--- src/rtl/core/afhd_pkg.sv ---
package afhd_pkg;

    localparam int HEADER_LEN = 12;
    localparam int HDR_BITS   = HEADER_LEN * 8;

    // Field positions inside the header shift register; the first byte ends up on top.
    localparam int MAGIC_LSB = HDR_BITS - 32;
    localparam int SEQ_LSB   = HDR_BITS - 64;
    localparam int LEN_LSB   = HDR_BITS - 96;

    localparam logic [16:0] MAX_PAYLOAD_RST = 17'h10000;
    localparam logic [31:0] MAGIC_WORD_RST  = 32'h5241_5631;

    typedef enum logic {
        REG_MAX_PAYLOAD = 1'b0,
        REG_MAGIC_WORD  = 1'b1
    } t_reg_idx;

    typedef enum logic [2:0] {
        ST_OK        = 3'd0,
        ST_SHORT     = 3'd1,
        ST_MAGIC     = 3'd2,
        ST_ZERO_SEQ  = 3'd3,
        ST_MISMATCH  = 3'd4,
        ST_TOO_LARGE = 3'd5
    } t_status;

    // What the front end hands to the back end for one accepted item.
    typedef struct packed {
        logic        has_payload;
        logic [7:0]  payload_byte;
        logic        has_status;
        t_status     status_code;
        logic [31:0] sequence_number;
        logic [31:0] payload_length;
    } t_op;

    typedef struct packed {
        logic valid;
        logic full;
    } t_q_stat;

endpackage

--- src/rtl/core/audio_frame_header_deframer_core.sv ---
// A result reaches the output ports through its queue entry and then the result register in
// the back end; it waits in the queue while the result side does not pop.
// Throughput: one byte per cycle unless the queue is full; one result per cycle when popped,
// so a frame's last byte that also carries payload gives two results (payload, then status).
// The front end and the result stage are parted by a QUEUE_DEPTH-entry queue. Reset is
// synchronous and active low: it empties the queue, clears the counter, reloads the registers.
module audio_frame_header_deframer_core #(
    parameter int QUEUE_DEPTH = 4
) (
    input  logic        i_clk,
    input  logic        i_rst_n,
    input  logic        i_push,
    output logic        o_full,
    input  logic [7:0]  i_byte_value,
    input  logic        i_frame_end,
    input  logic        i_pop,
    output logic        o_empty,
    output logic        o_is_status,
    output logic [7:0]  o_payload_byte,
    output logic [2:0]  o_status_code,
    output logic [31:0] o_sequence_number,
    output logic [31:0] o_payload_length,
    output logic        o_last,
    input  logic        i_cfg_valid,
    output logic        o_cfg_ready,
    input  logic        i_cfg_index,
    input  logic [31:0] i_cfg_data
);
    import afhd_pkg::*;

    t_op     w_enq_op;
    t_op     w_head_op;
    t_q_stat w_q_stat;
    logic    w_enq;
    logic    w_q_pop;

    afhd_front u_front (
        .i_clk        (i_clk),
        .i_rst_n      (i_rst_n),
        .i_push       (i_push),
        .i_byte_value (i_byte_value),
        .i_frame_end  (i_frame_end),
        .i_q_full     (w_q_stat.full),
        .o_full       (o_full),
        .o_enq        (w_enq),
        .o_op         (w_enq_op),
        .i_cfg_valid  (i_cfg_valid),
        .o_cfg_ready  (o_cfg_ready),
        .i_cfg_index  (i_cfg_index),
        .i_cfg_data   (i_cfg_data)
    );

    afhd_queue #(
        .DEPTH (QUEUE_DEPTH)
    ) u_queue (
        .i_clk   (i_clk),
        .i_rst_n (i_rst_n),
        .i_push  (w_enq),
        .i_data  (w_enq_op),
        .i_pop   (w_q_pop),
        .o_data  (w_head_op),
        .o_stat  (w_q_stat)
    );

    afhd_back u_back (
        .i_clk             (i_clk),
        .i_rst_n           (i_rst_n),
        .i_op              (w_head_op),
        .i_q_stat          (w_q_stat),
        .o_q_pop           (w_q_pop),
        .i_pop             (i_pop),
        .o_empty           (o_empty),
        .o_is_status       (o_is_status),
        .o_payload_byte    (o_payload_byte),
        .o_status_code     (o_status_code),
        .o_sequence_number (o_sequence_number),
        .o_payload_length  (o_payload_length),
        .o_last            (o_last)
    );

    a_enq_not_full: assert property (@(posedge i_clk) disable iff (!i_rst_n)
        w_enq |-> !w_q_stat.full)
        else $error("item queued while the queue is full");

    a_status_code_range: assert property (@(posedge i_clk) disable iff (!i_rst_n)
        (!o_empty && o_is_status) |-> (o_status_code <= 3'(ST_TOO_LARGE)))
        else $error("status code out of range");

    a_payload_clean: assert property (@(posedge i_clk) disable iff (!i_rst_n)
        (!o_empty && !o_is_status) |->
            (o_status_code == 3'(ST_OK) && o_sequence_number == 32'd0 &&
             o_payload_length == 32'd0 && !o_last))
        else $error("payload result carries status fields");

    a_empty_after_reset: assert property (@(posedge i_clk)
        !i_rst_n |=> o_empty)
        else $error("result shown straight after reset");

endmodule

--- src/rtl/core/afhd_front.sv ---
module afhd_front (
    input  logic           i_clk,
    input  logic           i_rst_n,
    input  logic           i_push,
    input  logic [7:0]     i_byte_value,
    input  logic           i_frame_end,
    input  logic           i_q_full,
    output logic           o_full,
    output logic           o_enq,
    output afhd_pkg::t_op  o_op,
    input  logic           i_cfg_valid,
    output logic           o_cfg_ready,
    input  logic           i_cfg_index,
    input  logic [31:0]    i_cfg_data
);
    import afhd_pkg::*;

    logic [16:0]         r_max_payload;
    logic [31:0]         r_magic_word;
    logic [31:0]         r_count;
    logic [31:0]         r_pay;
    logic [HDR_BITS-1:0] r_hdr;

    logic [HDR_BITS-1:0] n_hdr;
    logic [31:0]         n_count;
    logic [31:0]         w_recv;
    logic                w_hdr_byte;
    logic                w_sat;
    logic                w_accept;
    logic                w_short;
    logic [31:0]         w_magic;
    logic [31:0]         w_seq;
    logic [31:0]         w_len;
    t_status             w_code;

    assign o_cfg_ready = 1'b1;
    assign o_full      = i_q_full;
    assign w_accept    = i_push && !i_q_full;

    always_comb begin
        w_hdr_byte = r_count < 32'(HEADER_LEN);
        w_sat      = r_count == 32'hFFFF_FFFF;
        n_hdr      = w_hdr_byte ? {r_hdr[HDR_BITS-9:0], i_byte_value} : r_hdr;
        n_count    = w_sat ? r_count : r_count + 32'd1;
        // Payload bytes seen so far, including this one; stops with the saturated counter.
        w_recv     = r_pay + 32'((!w_hdr_byte) && (!w_sat));
        // The frame is short if the counter stays below the header length after this byte.
        w_short    = r_count < 32'(HEADER_LEN - 1);
        w_magic    = n_hdr[MAGIC_LSB +: 32];
        w_seq      = n_hdr[SEQ_LSB +: 32];
        w_len      = n_hdr[LEN_LSB +: 32];

        if (w_short) begin
            w_code = ST_SHORT;
        end else if (w_magic != r_magic_word) begin
            w_code = ST_MAGIC;
        end else if (w_seq == 32'd0) begin
            w_code = ST_ZERO_SEQ;
        end else if ((w_len == 32'd0) || (w_len != w_recv)) begin
            w_code = ST_MISMATCH;
        end else if (w_len > {15'd0, r_max_payload}) begin
            w_code = ST_TOO_LARGE;
        end else begin
            w_code = ST_OK;
        end

        o_op.has_payload     = !w_hdr_byte;
        o_op.payload_byte    = i_byte_value;
        o_op.has_status      = i_frame_end;
        o_op.status_code     = w_code;
        o_op.sequence_number = w_short ? 32'd0 : w_seq;
        o_op.payload_length  = w_short ? 32'd0 : w_len;
        o_enq                = w_accept && ((!w_hdr_byte) || i_frame_end);
    end

    always_ff @(posedge i_clk) begin
        if (!i_rst_n) begin
            r_max_payload <= MAX_PAYLOAD_RST;
            r_magic_word  <= MAGIC_WORD_RST;
        end else if (i_cfg_valid) begin
            case (t_reg_idx'(i_cfg_index))
                REG_MAX_PAYLOAD: r_max_payload <= i_cfg_data[16:0];
                REG_MAGIC_WORD:  r_magic_word  <= i_cfg_data;
                default:         r_magic_word  <= r_magic_word;
            endcase
        end
    end

    always_ff @(posedge i_clk) begin
        if (!i_rst_n) begin
            r_count <= 32'd0;
            r_pay   <= 32'd0;
        end else if (w_accept) begin
            if (i_frame_end) begin
                r_count <= 32'd0;
                r_pay   <= 32'd0;
            end else begin
                r_count <= n_count;
                r_pay   <= w_recv;
            end
        end
    end

    // The header store has no reset; it is only read once a full header has arrived.
    always_ff @(posedge i_clk) begin
        if (w_accept) begin
            r_hdr <= n_hdr;
        end
    end

endmodule

--- src/rtl/core/afhd_queue.sv ---
module afhd_queue #(
    parameter int DEPTH = 4
) (
    input  logic             i_clk,
    input  logic             i_rst_n,
    input  logic             i_push,
    input  afhd_pkg::t_op    i_data,
    input  logic             i_pop,
    output afhd_pkg::t_op    o_data,
    output afhd_pkg::t_q_stat o_stat
);
    import afhd_pkg::*;

    localparam int PW = (DEPTH > 1) ? $clog2(DEPTH) : 1;
    localparam int CW = $clog2(DEPTH + 1);
    localparam logic [PW-1:0] LAST_IDX = PW'(DEPTH - 1);
    localparam logic [CW-1:0] FULL_LVL = CW'(DEPTH);

    t_op           r_mem [DEPTH];
    logic [PW-1:0] r_wr_ptr;
    logic [PW-1:0] r_rd_ptr;
    logic [CW-1:0] r_level;

    logic w_wr;
    logic w_rd;

    assign o_stat.valid = r_level != '0;
    assign o_stat.full  = r_level == FULL_LVL;
    assign o_data       = r_mem[r_rd_ptr];
    assign w_wr         = i_push && !o_stat.full;
    assign w_rd         = i_pop && o_stat.valid;

    always_ff @(posedge i_clk) begin
        if (w_wr) begin
            r_mem[r_wr_ptr] <= i_data;
        end
    end

    always_ff @(posedge i_clk) begin
        if (!i_rst_n) begin
            r_wr_ptr <= '0;
            r_rd_ptr <= '0;
            r_level  <= '0;
        end else begin
            if (w_wr) begin
                r_wr_ptr <= (r_wr_ptr == LAST_IDX) ? '0 : r_wr_ptr + PW'(1);
            end
            if (w_rd) begin
                r_rd_ptr <= (r_rd_ptr == LAST_IDX) ? '0 : r_rd_ptr + PW'(1);
            end
            if (w_wr && !w_rd) begin
                r_level <= r_level + CW'(1);
            end else if (w_rd && !w_wr) begin
                r_level <= r_level - CW'(1);
            end
        end
    end

endmodule

--- src/rtl/core/afhd_back.sv ---
module afhd_back (
    input  logic              i_clk,
    input  logic              i_rst_n,
    input  afhd_pkg::t_op     i_op,
    input  afhd_pkg::t_q_stat i_q_stat,
    output logic              o_q_pop,
    input  logic              i_pop,
    output logic              o_empty,
    output logic              o_is_status,
    output logic [7:0]        o_payload_byte,
    output logic [2:0]        o_status_code,
    output logic [31:0]       o_sequence_number,
    output logic [31:0]       o_payload_length,
    output logic              o_last
);
    import afhd_pkg::*;

    t_op  r_op;
    logic r_valid;
    logic r_pay_done;

    logic w_show_pay;
    logic w_pop;
    logic w_finish;

    assign w_show_pay = r_op.has_payload && !r_pay_done;
    assign w_pop      = i_pop && r_valid;
    // The held item is finished unless a status result still follows its payload result.
    assign w_finish   = w_pop && !(w_show_pay && r_op.has_status);
    assign o_q_pop    = (!r_valid || w_finish) && i_q_stat.valid;

    assign o_empty           = !r_valid;
    assign o_is_status       = !w_show_pay;
    assign o_payload_byte    = w_show_pay ? r_op.payload_byte : 8'd0;
    assign o_status_code     = w_show_pay ? 3'(ST_OK) : 3'(r_op.status_code);
    assign o_sequence_number = w_show_pay ? 32'd0 : r_op.sequence_number;
    assign o_payload_length  = w_show_pay ? 32'd0 : r_op.payload_length;
    assign o_last            = !w_show_pay;

    always_ff @(posedge i_clk) begin
        if (!i_rst_n) begin
            r_valid    <= 1'b0;
            r_pay_done <= 1'b0;
        end else if (o_q_pop) begin
            r_valid    <= 1'b1;
            r_pay_done <= 1'b0;
        end else if (w_finish) begin
            r_valid    <= 1'b0;
            r_pay_done <= 1'b0;
        end else if (w_pop) begin
            r_pay_done <= 1'b1;
        end
    end

    always_ff @(posedge i_clk) begin
        if (o_q_pop) begin
            r_op <= i_op;
        end
    end

endmodule

--- config.mk ---
export PLATFORM = sky130hd
export DESIGN_NAME = audio_frame_header_deframer_core
export DESIGN_NICKNAME = d
export VERILOG_FILES = /design/src/rtl/core/afhd_pkg.sv /design/src/rtl/core/audio_frame_header_deframer_core.sv /design/src/rtl/core/afhd_front.sv /design/src/rtl/core/afhd_queue.sv /design/src/rtl/core/afhd_back.sv
export SDC_FILE = /design/constraint.sdc
export NUM_CORES = 1
export LEC_CHECK = 0
export BUFFER_PORTS_ARGS = -buffer_cell sky130_fd_sc_hd__buf_4
export CORE_MARGIN = 2
export CORE_UTILIZATION = 55
export DETAILED_ROUTE_END_ITERATION = 8
export PLACE_DENSITY_LB_ADDON = 0.05
export SLEW_MARGIN = 40
export SYNTH_ARGS = -nofsm -noshare
export SYNTH_HDL_FRONTEND = slang
export SYNTH_SLANG_ARGS = --single-unit
--- constraint.sdc ---
create_clock -name i_clk -period 5.8 [get_ports i_clk]
set_input_delay 0.58 -clock i_clk [delete_from_list [all_inputs] [get_ports i_clk]]
set_output_delay 0.58 -clock i_clk [all_outputs]
set_load 0.05 [all_outputs]
**After elaboration in Yosys (flattened, before gate mapping)**

Memory sizes are Yosys's and may differ from the RTL's. A register that Yosys moved wholly into a read port is not among the register bits.
Index checks and enable logic that the tools add are counted.

- Flip-flop bits (word level): 218
- Bits in writable memories: 308
- Output and inout bits: 80
- Memories: 1

- $add $sub $neg: 6
- Order comparisons: 3
- Equal/unequal tests: 7
- Multiplexer cells: 23
- Bitwise gates (word level): 2
- Reduce and logical (&&, ||, !) cells: 33

Memories:

| memory | depth | width | read ports | clocked after Yosys merged registers in | wr ports | line | RTL |
|---|---|---|---|---|---|---|---|
| u_queue.r_mem | 4 | 77 | 1 | 1 | 1 | afhd_queue.sv:19 | `t_op r_mem [DEPTH];` |

Operators by type and width:

| kind | count |
|---|---|
| $mux W32 | 7 |
| $mux W96 | 1 |
| $logic_not A32 Y1 | 2 |
| $lt A32 B4 Y1 const B | 2 |
| $ne A32 B32 Y1 | 2 |
| $add A32 B1 Y32 | 1 |
| $add A32 B1 Y32 const B | 1 |
| $eq A32 B32 Y1 const B | 1 |
| $gt A32 B17 Y1 | 1 |
| $mux W3 | 8 |
| $logic_and A1 B1 Y1 | 12 |
| $logic_not A1 Y1 | 9 |
| $mux W8 | 1 |
| $reduce_and A2 Y1 | 3 |
| $add A2 B1 Y2 const B | 2 |
| $eq A2 B2 Y1 const B | 2 |
| $mux W1 | 4 |
| $mux W2 | 2 |
| $reduce_bool A2 Y1 | 2 |
| $add A3 B1 Y3 const B | 1 |
| $eq A3 B3 Y1 const B | 1 |
| $logic_or A1 B1 Y1 | 3 |
| $reduce_bool A3 Y1 | 1 |
| $reduce_or A3 Y1 | 1 |
| 3 further kinds | 4 |

**Logic depth before layout (Yosys ltp)**

Gate-level depths: netlist of run 1.

- Depth in word-level cells: 11
- Mapped depth: 21

**Cells and area by module**

From an unflattened synthesis of run 1, not the netlist that was laid out.

- Cell total of the unflattened synthesis: 1,970
- Area, all modules: 26,507.9 µm²

By module, submodules not included:

| module | instances | cells each | area an instance (µm²) | seq. area each (µm²) |
|---|---|---|---|---|
| afhd_front | 1 | 1,341 | 11,898.9 | 5,144.9 |
| afhd_queue | 1 | 454 | 11,619.9 | 9,429.0 |
| afhd_back | 1 | 175 | 2,989.1 | 2,352.3 |

**Worst setup path before layout of run 1**

Ideal clock, no wire load.

- Path type: reg2reg
- From: reg, netlist name u_back.r_op[76]
- To: reg u_queue.r_level[2]
- Arrival time: 6.243 ns
- Setup slack: -0.519 ns
- Cell stages (with the launch flop): 13
- Path through: edfxtp_1 nor2b_1 clkbuf_1 nand2_1 nand2_1 a21oi_1 inv_1 ha_1 inv_1 fa_1 xor2_1 or3_1 a21boi_0

- Word-level cells in the longest chain between the ends: 10

RTL lines:

| element | line | RTL |
|---|---|---|
| $logic_and A1 B1 Y1 (*) | afhd_back.sv:26 | `assign w_show_pay = r_op.has_payload && !r_pay_done;` |
| $logic_and A1 B1 Y1 (*) | afhd_back.sv:29 | `assign w_finish = w_pop && !(w_show_pay && r_op.has_status);` |
| $logic_not A1 Y1 (*) | afhd_back.sv:29 |  |
| $logic_and A1 B1 Y1 (*) | afhd_back.sv:29 |  |
| $logic_or A1 B1 Y1 (*) | afhd_back.sv:30 | `assign o_q_pop = (!r_valid \|\| w_finish) && i_q_stat.valid;` |
| $logic_and A1 B1 Y1 (*) | afhd_back.sv:30 |  |
| net u_back.o_q_pop | afhd_back.sv:6 | `output logic o_q_pop,` |
| $logic_and A1 B1 Y1 (*) | afhd_queue.sv:31 | `assign w_rd = i_pop && o_stat.valid;` |
| $logic_not A1 Y1 | afhd_queue.sv:51 | `if (w_wr && !w_rd) begin` |
| $logic_and A1 B1 Y1 | afhd_queue.sv:51 |  |
| $mux W3 / $reduce_bool A2 Y1 (equally long branches) | - |  |
| end signal, assigned | afhd_queue.sv:52 | `r_level <= r_level + CW'(1);` |
| end signal, assigned | afhd_queue.sv:54 | `r_level <= r_level - CW'(1);` |
| end, declared | afhd_queue.sv:22 | `logic [CW-1:0] r_level;` |

The timed path passes the listed nets; every way through them passes the cells marked *.
A chain may end at the register's enable or synchronous reset.

==> results of run 1 <==
[layout by cell type (no fill, tap or decap), types with 27 or more instances in the layout]
| cell type | netlist | final |
|---|---|---|
| xnor2_1 | 37 | 37 |
| o21ai_0 | 78 | 77 |
| buf_4 | 2 | 150 |
| xor2_1 | 35 | 35 |
| a21oi_1 | 103 | 101 |
| nor2b_1 | 34 | 33 |
| nand2_1 | 289 | 287 |
| nor4_1 | 42 | 41 |
| edfxtp_1 | 481 | 481 |
| ha_1 | 27 | 27 |
| mux2i_1 | 28 | 27 |
| nand3_1 | 86 | 86 |
| and2_1 | 94 | 89 |
| inv_1 | 58 | 57 |
| and3_1 | 48 | 48 |
| clkbuf_16 | 0 | 60 |
| mux4_2 | 77 | 77 |
| dfxtp_1 | 122 | 120 |
| nor2_1 | 81 | 81 |
| a21boi_0 | 49 | 49 |
| nand4_1 | 30 | 30 |
[per-stage QoR]
stage	setup slack (ns)	hold WS [ns]	area, sq um	utilization	total power, mW
after floorplan	0.272	0.443	26300	-	8.18
after global placement	0.668	0.458	27900	0.588	9.22
after detailed placement	0.587	0.458	28000	0.590	9.29
after CTS	0.576	0.126	30000	0.633	13.3
after global routing	0.0970	0.139	30100	0.633	13.7
final	0.518	0.152	30100	0.633	13.2
[cell families (layout without fill, tap and decap cells)]
group           count (synthesis)  count (layout)  share of synthesized area
other cells                     1               1                   0.000143
xor+xnor                       76              76                     0.0275
compound gates                270             270                     0.0603
simple gates                  784             784                      0.153
flops                         603             603                      0.642
buf+inv                       173             329                     0.0253
mux                           108             108                     0.0783
fa+ha+maj                      28              28                     0.0136
[power by group]
part	switching, mW	internal, mW
Clock	1.67	2.35
Sequential	0.295	5.41
Combinational	2.25	1.19
Total	4.22	8.94
[how the worst max path moves through the flow]
stage	start	end	slack [ns]	depth (start not counted)
2_1_floorplan	u_front.r_count[6]	u_queue.r_mem[0][64]	0.27	20
3_3_place_gp	u_front.r_count[18]	u_queue.r_mem[0][64]	0.67	16
3_5_place_dp	u_front.r_count[18]	u_queue.r_mem[0][64]	0.59	16
4_1_cts	u_front.r_count[18]	u_queue.r_mem[0][64]	0.58	16
5_1_grt	u_front.r_count[18]	u_queue.r_mem[0][64]	0.1	16
6_report	u_front.r_count[18]	u_queue.r_mem[0][64]	0.52	16
[metal layers]
metal	vias to the layer above	routed length, um
met4	0	1270
met5	-	0
met2	489	28600
li1	7771	-
met1	8329	27600
met3	84	3230
[critical path: stages (launching register included)]
cell and delay [ns]:
dfxtp_1 0.43, and3_1 0.29, nand4_1 0.28, nor4_1 0.43, and3_1 0.26, nor2_1 0.07, ha_1 0.20, ha_1 0.24
and4_1 0.35, a21boi_0 0.30, nor2_1 0.12, a22oi_1 0.20, o221ai_1 0.14, or4_1 0.44, or4b_1 0.53, or4b_1 0.53
a21oi_1 0.29
[cell type report]
cell class / count / area [sq um] / area share
Clock buffer: 67 / 1560 / 0.0518
Multi-Input combinational cell: 1267 / 8830 / 0.294
Inverter: 59 / 229 / 0.00762
Sequential cell: 603 / 16900 / 0.562
Tap cell: 615 / 769 / 0.0256
Clock inverter: 46 / 517 / 0.0172
Timing Repair Buffer: 157 / 1260 / 0.0418
[sequential cells by signal, indices dropped and copies added (netlist names)]
signal / cells
u_front.r_magic_word: 32
u_queue.r_wr_ptr: 2
u_queue.r_rd_ptr: 2
u_back.r_valid: 1
u_back.r_op: 77
u_front.r_pay: 32
u_front.r_max_payload: 17
u_front.r_hdr: 96
u_front.r_count: 32
u_queue.r_level: 3
u_back.r_pay_done: 1
u_queue.r_mem: 308
==> flow_metrics.tcl, run 1 <==
set metrics [dict create \
    finalWirelength_um 60600 \
    run_status "completed" \
    fin_skew_ns 0.0392 \
    worst_skew_pair.late_latency_ns 0.64 \
    synth.top_cell.area_share 0.549 \
    fp.dieW_um 223 \
    cts_buffers 60 \
    r2r_end "u_queue.r_mem[0][64]" \
    hold_class "input pin to flip-flop" \
    overflow 0 \
    synthTopCellsByArea "edfxtp_1 55%, dfxtp_1 9.3%, mux4_2 6.6%, nand2_1 4.1%, and2_1 2.2%" \
    cts-root-buf "clkbuf_16" \
    yosysWarnings 0 \
    synth.distinct_cells 65 \
    wire_per_inst_um 21.6 \
    finalSetupViolCount 0 \
    synth_most_common_cell "edfxtp_1" \
    drc 0 \
    cts_max_level 2 \
    cts_tree "yes" \
    rows 80 \
    min_period_over_period 0.911 \
    start_util 0.555 \
    met3_usage 0.0372 \
    synth-edff-count 481 \
    cts.sink_count 603 \
    fmax_mhz 189 \
    drt_first_pass_iters 5 \
    post-cts-setup-buffers 0 \
    tns_ns 0 \
    syn-num-nets 2118 \
    cp-end-kind "flip-flop" \
    synth_commonest_cells "481 x edfxtp_1, 289 x nand2_1, 122 x dfxtp_1" \
    routed-via-count 16700 \
    syn-mean-instance-area_sq_um 12.9 \
    maxCapViolCount 0 \
    reg2reg_depth 16 \
    async_flop_share 0 \
    cts_hold_buf 0 \
    min_period_ns 5.28 \
    grt_pass1_wl_um 95500 \
    grt_usage 0.249 \
    ant_nets 0 \
    holdPathEnd "u_front.r_magic_word[22]" \
    drv_slew 0 \
    die_h_um 223 \
    hold_path_startpoint "i_cfg_data[22]" \
    r2r_start "u_front.r_count[18]" \
    path_class "flip-flop to flip-flop" \
    die_area_sq_um 49600 \
    rsz0062_at_grt "no" \
    arrival_ns 5.72 \
    fillers 3637 \
    place_congestion 0.895 \
    busiest_layer "met2" \
    worst_pin_slew_ns 0.813 \
    max-slew-margin-rel 0.458 \
    via_per_inst 5.93 \
    ys_seq_area_frac 0.642 \
    synthToLayoutAreaGrowth_pct 14.2 \
    post_cts_resized 0 \
    hpwl_um 39800 \
    critical_path_required_ns 6.24 \
    ir_worst_vdd_v 0.000292 \
    postSynthCellCount 2043 \
    cts.clk_slew.worst_paths_ns 0.06 \
    cp_max_fo 10 \
    met2_usage 0.397 \
    drt-initial-drc-count 1325 \
    nets 2223 \
    drive_gt1_frac 0.169 \
    cts_buffer_depth 3 \
    finalHoldViolations 0 \
    io_buffers 125 \
    fin_cells 2814 \
    ys_ff_latch 603 \
    dp_cells 2701 \
    synthesis.area_sq_um 26300 \
    yosysTopAreaCell "edfxtp_1" \
    hold_depth 3 \
    ioPinCount 127 \
    fp.coreArea_sq_um 47400 \
    cp-start-kind "flip-flop" \
    power_density_nw_per_um2 438 \
    grt_max_degree 78 \
    antenna_cells 0 \
    grt_pass1_vias 16500 \
    grt_antenna_before_repair 2 \
    synth_ff_type "edfxtp_1" \
    p_leak_nw 10.9 \
    rrSetupSlack_ns 0.52 \
    use_met1 0.363 \
]
Power figures use the tool's default switching activity.
==> inputs of run 2 (changes only) <==
--- a/config.mk
+++ b/config.mk
@@ -7,5 +7,4 @@
 export LEC_CHECK = 0
 export BUFFER_PORTS_ARGS = -buffer_cell sky130_fd_sc_hd__buf_4
-export CORE_MARGIN = 2
 export CORE_UTILIZATION = 55
 export DETAILED_ROUTE_END_ITERATION = 8
==> constraint.sdc (replaced) <==
create_clock -name i_clk -period 5.8 [get_ports i_clk]
set_input_delay 0.58 -clock i_clk [delete_from_list [all_inputs] [get_ports i_clk]]
set_output_delay 0.58 -clock i_clk [all_outputs]
set_load 0.1 [all_outputs]
==> run 2 against run 1 <==
Effect of this change: register-to-register slack gained 0.07 ns; setup slack better by 0.066 ns; sequential cell count stayed put; global-route usage up 0.66 points; critical path depth up 1; clock power decreased by 5%; first-iteration DRC count increased by 21%; clock skew is 0.0078 ns higher; the flow now finishes with violations (design-rule violations); count of clock-buffer cells in the layout up 18.
==> flow_metrics.tcl, run 2 (synthesis results as in run 1) <==
set metrics [dict create \
    reg_top3 "u_queue.r_mem: 308 flops, u_front.r_hdr: 96 flops, u_back.r_op: 77 flops" \
    hpwl_um 39900 \
    p_sw_mw 5.32 \
    post-place-ws_ns 0.633 \
    finalHoldViolations 0 \
    fillers 3606 \
    drc 6 \
    place_congestion 0.905 \
    cp-start-kind "flip-flop" \
    cts_tree "yes" \
    overflow 0 \
    ant_nets 0 \
    regArea_sq_um 16900 \
    fin_skew_ns 0.0470 \
    hold_path_startpoint "i_cfg_data[28]" \
    finalWirelength_um 61100 \
    reg2reg_depth 17 \
    cp_cell_sequence "and3_1 -> nand4_1 -> nor4_1 -> and3_1 -> nor2_1 -> ha_1 -> ha_1 -> and4_1 -> buf_4 -> nand2_1 -> nor4_1 -> nand4_1 -> xor3_1 -> a2111oi_0 -> nand4_1 -> or4b_1 -> a21oi_1" \
    fp.coreArea_sq_um 46900 \
    rrSetupSlack_ns 0.58 \
    min_period_over_period 0.899 \
    hold_class "input pin to flip-flop" \
    cts_buffers 60 \
    routed-via-count 16700 \
    comb_power_share 0.324 \
    final_cell_mix "481 x edfxtp_1, 287 x nand2_1, 146 x buf_4" \
    antenna_cells 0 \
    setup_slack_ns 0.584 \
    ir_worst_vdd_v 0.000415 \
    die_area_sq_um 48700 \
    max-slew-margin-rel 0.450 \
    switching_share 0.377 \
    drv_slew 0 \
    drt_first_pass_iters 7 \
    rows 79 \
    min_period_ns 5.22 \
    cp_top_family "simple AND/OR/NAND/NOR gates" \
    cp-end-kind "flip-flop" \
    p_int_mw 8.79 \
    hold_depth 3 \
    run_status "finished, violations left" \
    r2r_start "u_front.r_count[18]" \
    crit_top_cell "nand4_1" \
    finalSetupViolCount 0 \
    cts.sink_count 603 \
    cts_max_level 2 \
    cts-root-buf "clkbuf_16" \
    largest_reg_flops 308 \
    critical_path_required_ns 6.24 \
    rsz0062_at_grt "no" \
    tns_ns 0 \
    grt_usage 0.255 \
    cts_hold_buf 0 \
    grt_pass1_vias 16100 \
    synthToLayoutAreaGrowth_pct 13.8 \
    nets 2223 \
    cp_slowest_cell "or4b_1" \
    slowest_delay_ns 0.58 \
    worst_skew_pair.late_latency_ns 0.65 \
    grt_pass1_wl_um 94100 \
    path_class "flip-flop to flip-flop" \
    final_common_cell "edfxtp_1" \
    cp.buffers_inverters 1 \
    largest-register "u_queue.r_mem" \
    cp_max_fo 7 \
    p_clk_frac 0.272 \
    drive_gt1_frac 0.162 \
    multi_input_area_sq_um 8830 \
    power_density_nw_per_um2 471 \
    grt_antenna_before_repair 0 \
    arrival_ns 5.66 \
    cts.clk_slew.worst_paths_ns 0.06 \
    via_per_inst 5.95 \
    drt-initial-drc-count 1597 \
    seq_power_share 0.405 \
    post-cts-setup-buffers 0 \
    die_h_um 221 \
    r2r_end "u_queue.r_mem[1][64]" \
    holdPathEnd "u_front.r_magic_word[28]" \
    cts_buffer_depth 3 \
    start_util 0.562 \
    violations "design-rule violations" \
    p_leak_nw 10.9 \
    maxCapViolCount 0 \
    fmax_mhz 192 \
    grt_max_degree 94 \
    wire_per_inst_um 21.8 \
    io_buffers 125 \
    post_cts_resized 0 \
    ioPinCount 127 \
    fp.dieW_um 221 \
    worst_pin_slew_ns 0.825 \
]
-- run 2: final cells by class --
type,instances,area share
Inverter,59,0.00765
Timing Repair Buffer,157,0.0428
Tap cell,607,0.0254
Clock inverter,27,0.0102
Multi-Input combinational cell,1267,0.295
Sequential cell,603,0.564
Clock buffer,85,0.0550
-- run 2: power groups by stage --
| stage | clock (mW) | combinational (mW) | sequential [mW] |
|---|---|---|---|
| 6_report | 3.83 | 4.57 | 5.71 |
| 5_1_grt | 4.07 | 4.81 | 5.77 |
| 4_1_cts | 3.91 | 4.60 | 5.72 |
| 3_5_place_dp | 0 | 4.60 | 5.81 |
| 3_3_place_gp | 0 | 4.55 | 5.79 |
| 2_1_floorplan | 0 | 3.67 | 5.65 |
-- run 2: worst max-delay path by stage --
stage / from / endpoint / slack [ns] / cells past startpoint
floorplan: u_front.r_count[6] / u_queue.r_mem[0][64] / 0.27 / 20
global placement: u_front.r_count[18] / u_queue.r_mem[0][64] / 0.76 / 16
detailed placement: u_front.r_count[18] / u_queue.r_mem[1][64] / 0.63 / 16
CTS: u_front.r_count[18] / u_queue.r_mem[1][64] / 0.64 / 16
global route: u_front.r_count[18] / u_queue.r_mem[0][64] / 0.17 / 16
finish: u_front.r_count[18] / u_queue.r_mem[1][64] / 0.58 / 17
-- run 2: routing by layer --
metal | track usage | share of wire | vias to the layer above
met5 | 0 | 0 | -
met4 | 0.0621 | 0.018 | 0
met3 | 0.0373 | 0.054 | 87
met2 | 0.408 | 0.47 | 514
met1 | 0.370 | 0.45 | 8302
li1 | - | - | 7773
-- run 2: through the flow --
| stage | hold slack [ns] | total power, mW | util | instances | instance area (sq um) |
|---|---|---|---|---|---|
| floorplan | 0.443 | 9.32 | - | 2043 | 26300 |
| global placement | 0.458 | 10.3 | 0.594 | 2687 | 27800 |
| detailed placement | 0.461 | 10.4 | 0.596 | 2691 | 27900 |
| CTS | 0.124 | 14.2 | 0.638 | 2803 | 29900 |
| global route | 0.147 | 14.7 | 0.639 | 2805 | 29900 |
| finish | 0.150 | 14.1 | 0.639 | 2805 | 29900 |
-- run 2: worst reg2reg max path, delay by kind of cell (launching register included) --
family	cells	cell delay [ns]
adder cells (fa/ha/maj)	2	0.46
AO/OA/AOI/OAI	2	0.85
XOR/XNOR	1	0.22
flip-flops	1	0.43
buffers and inverters	1	0.18
AND/OR/NAND/NOR	11	2.92
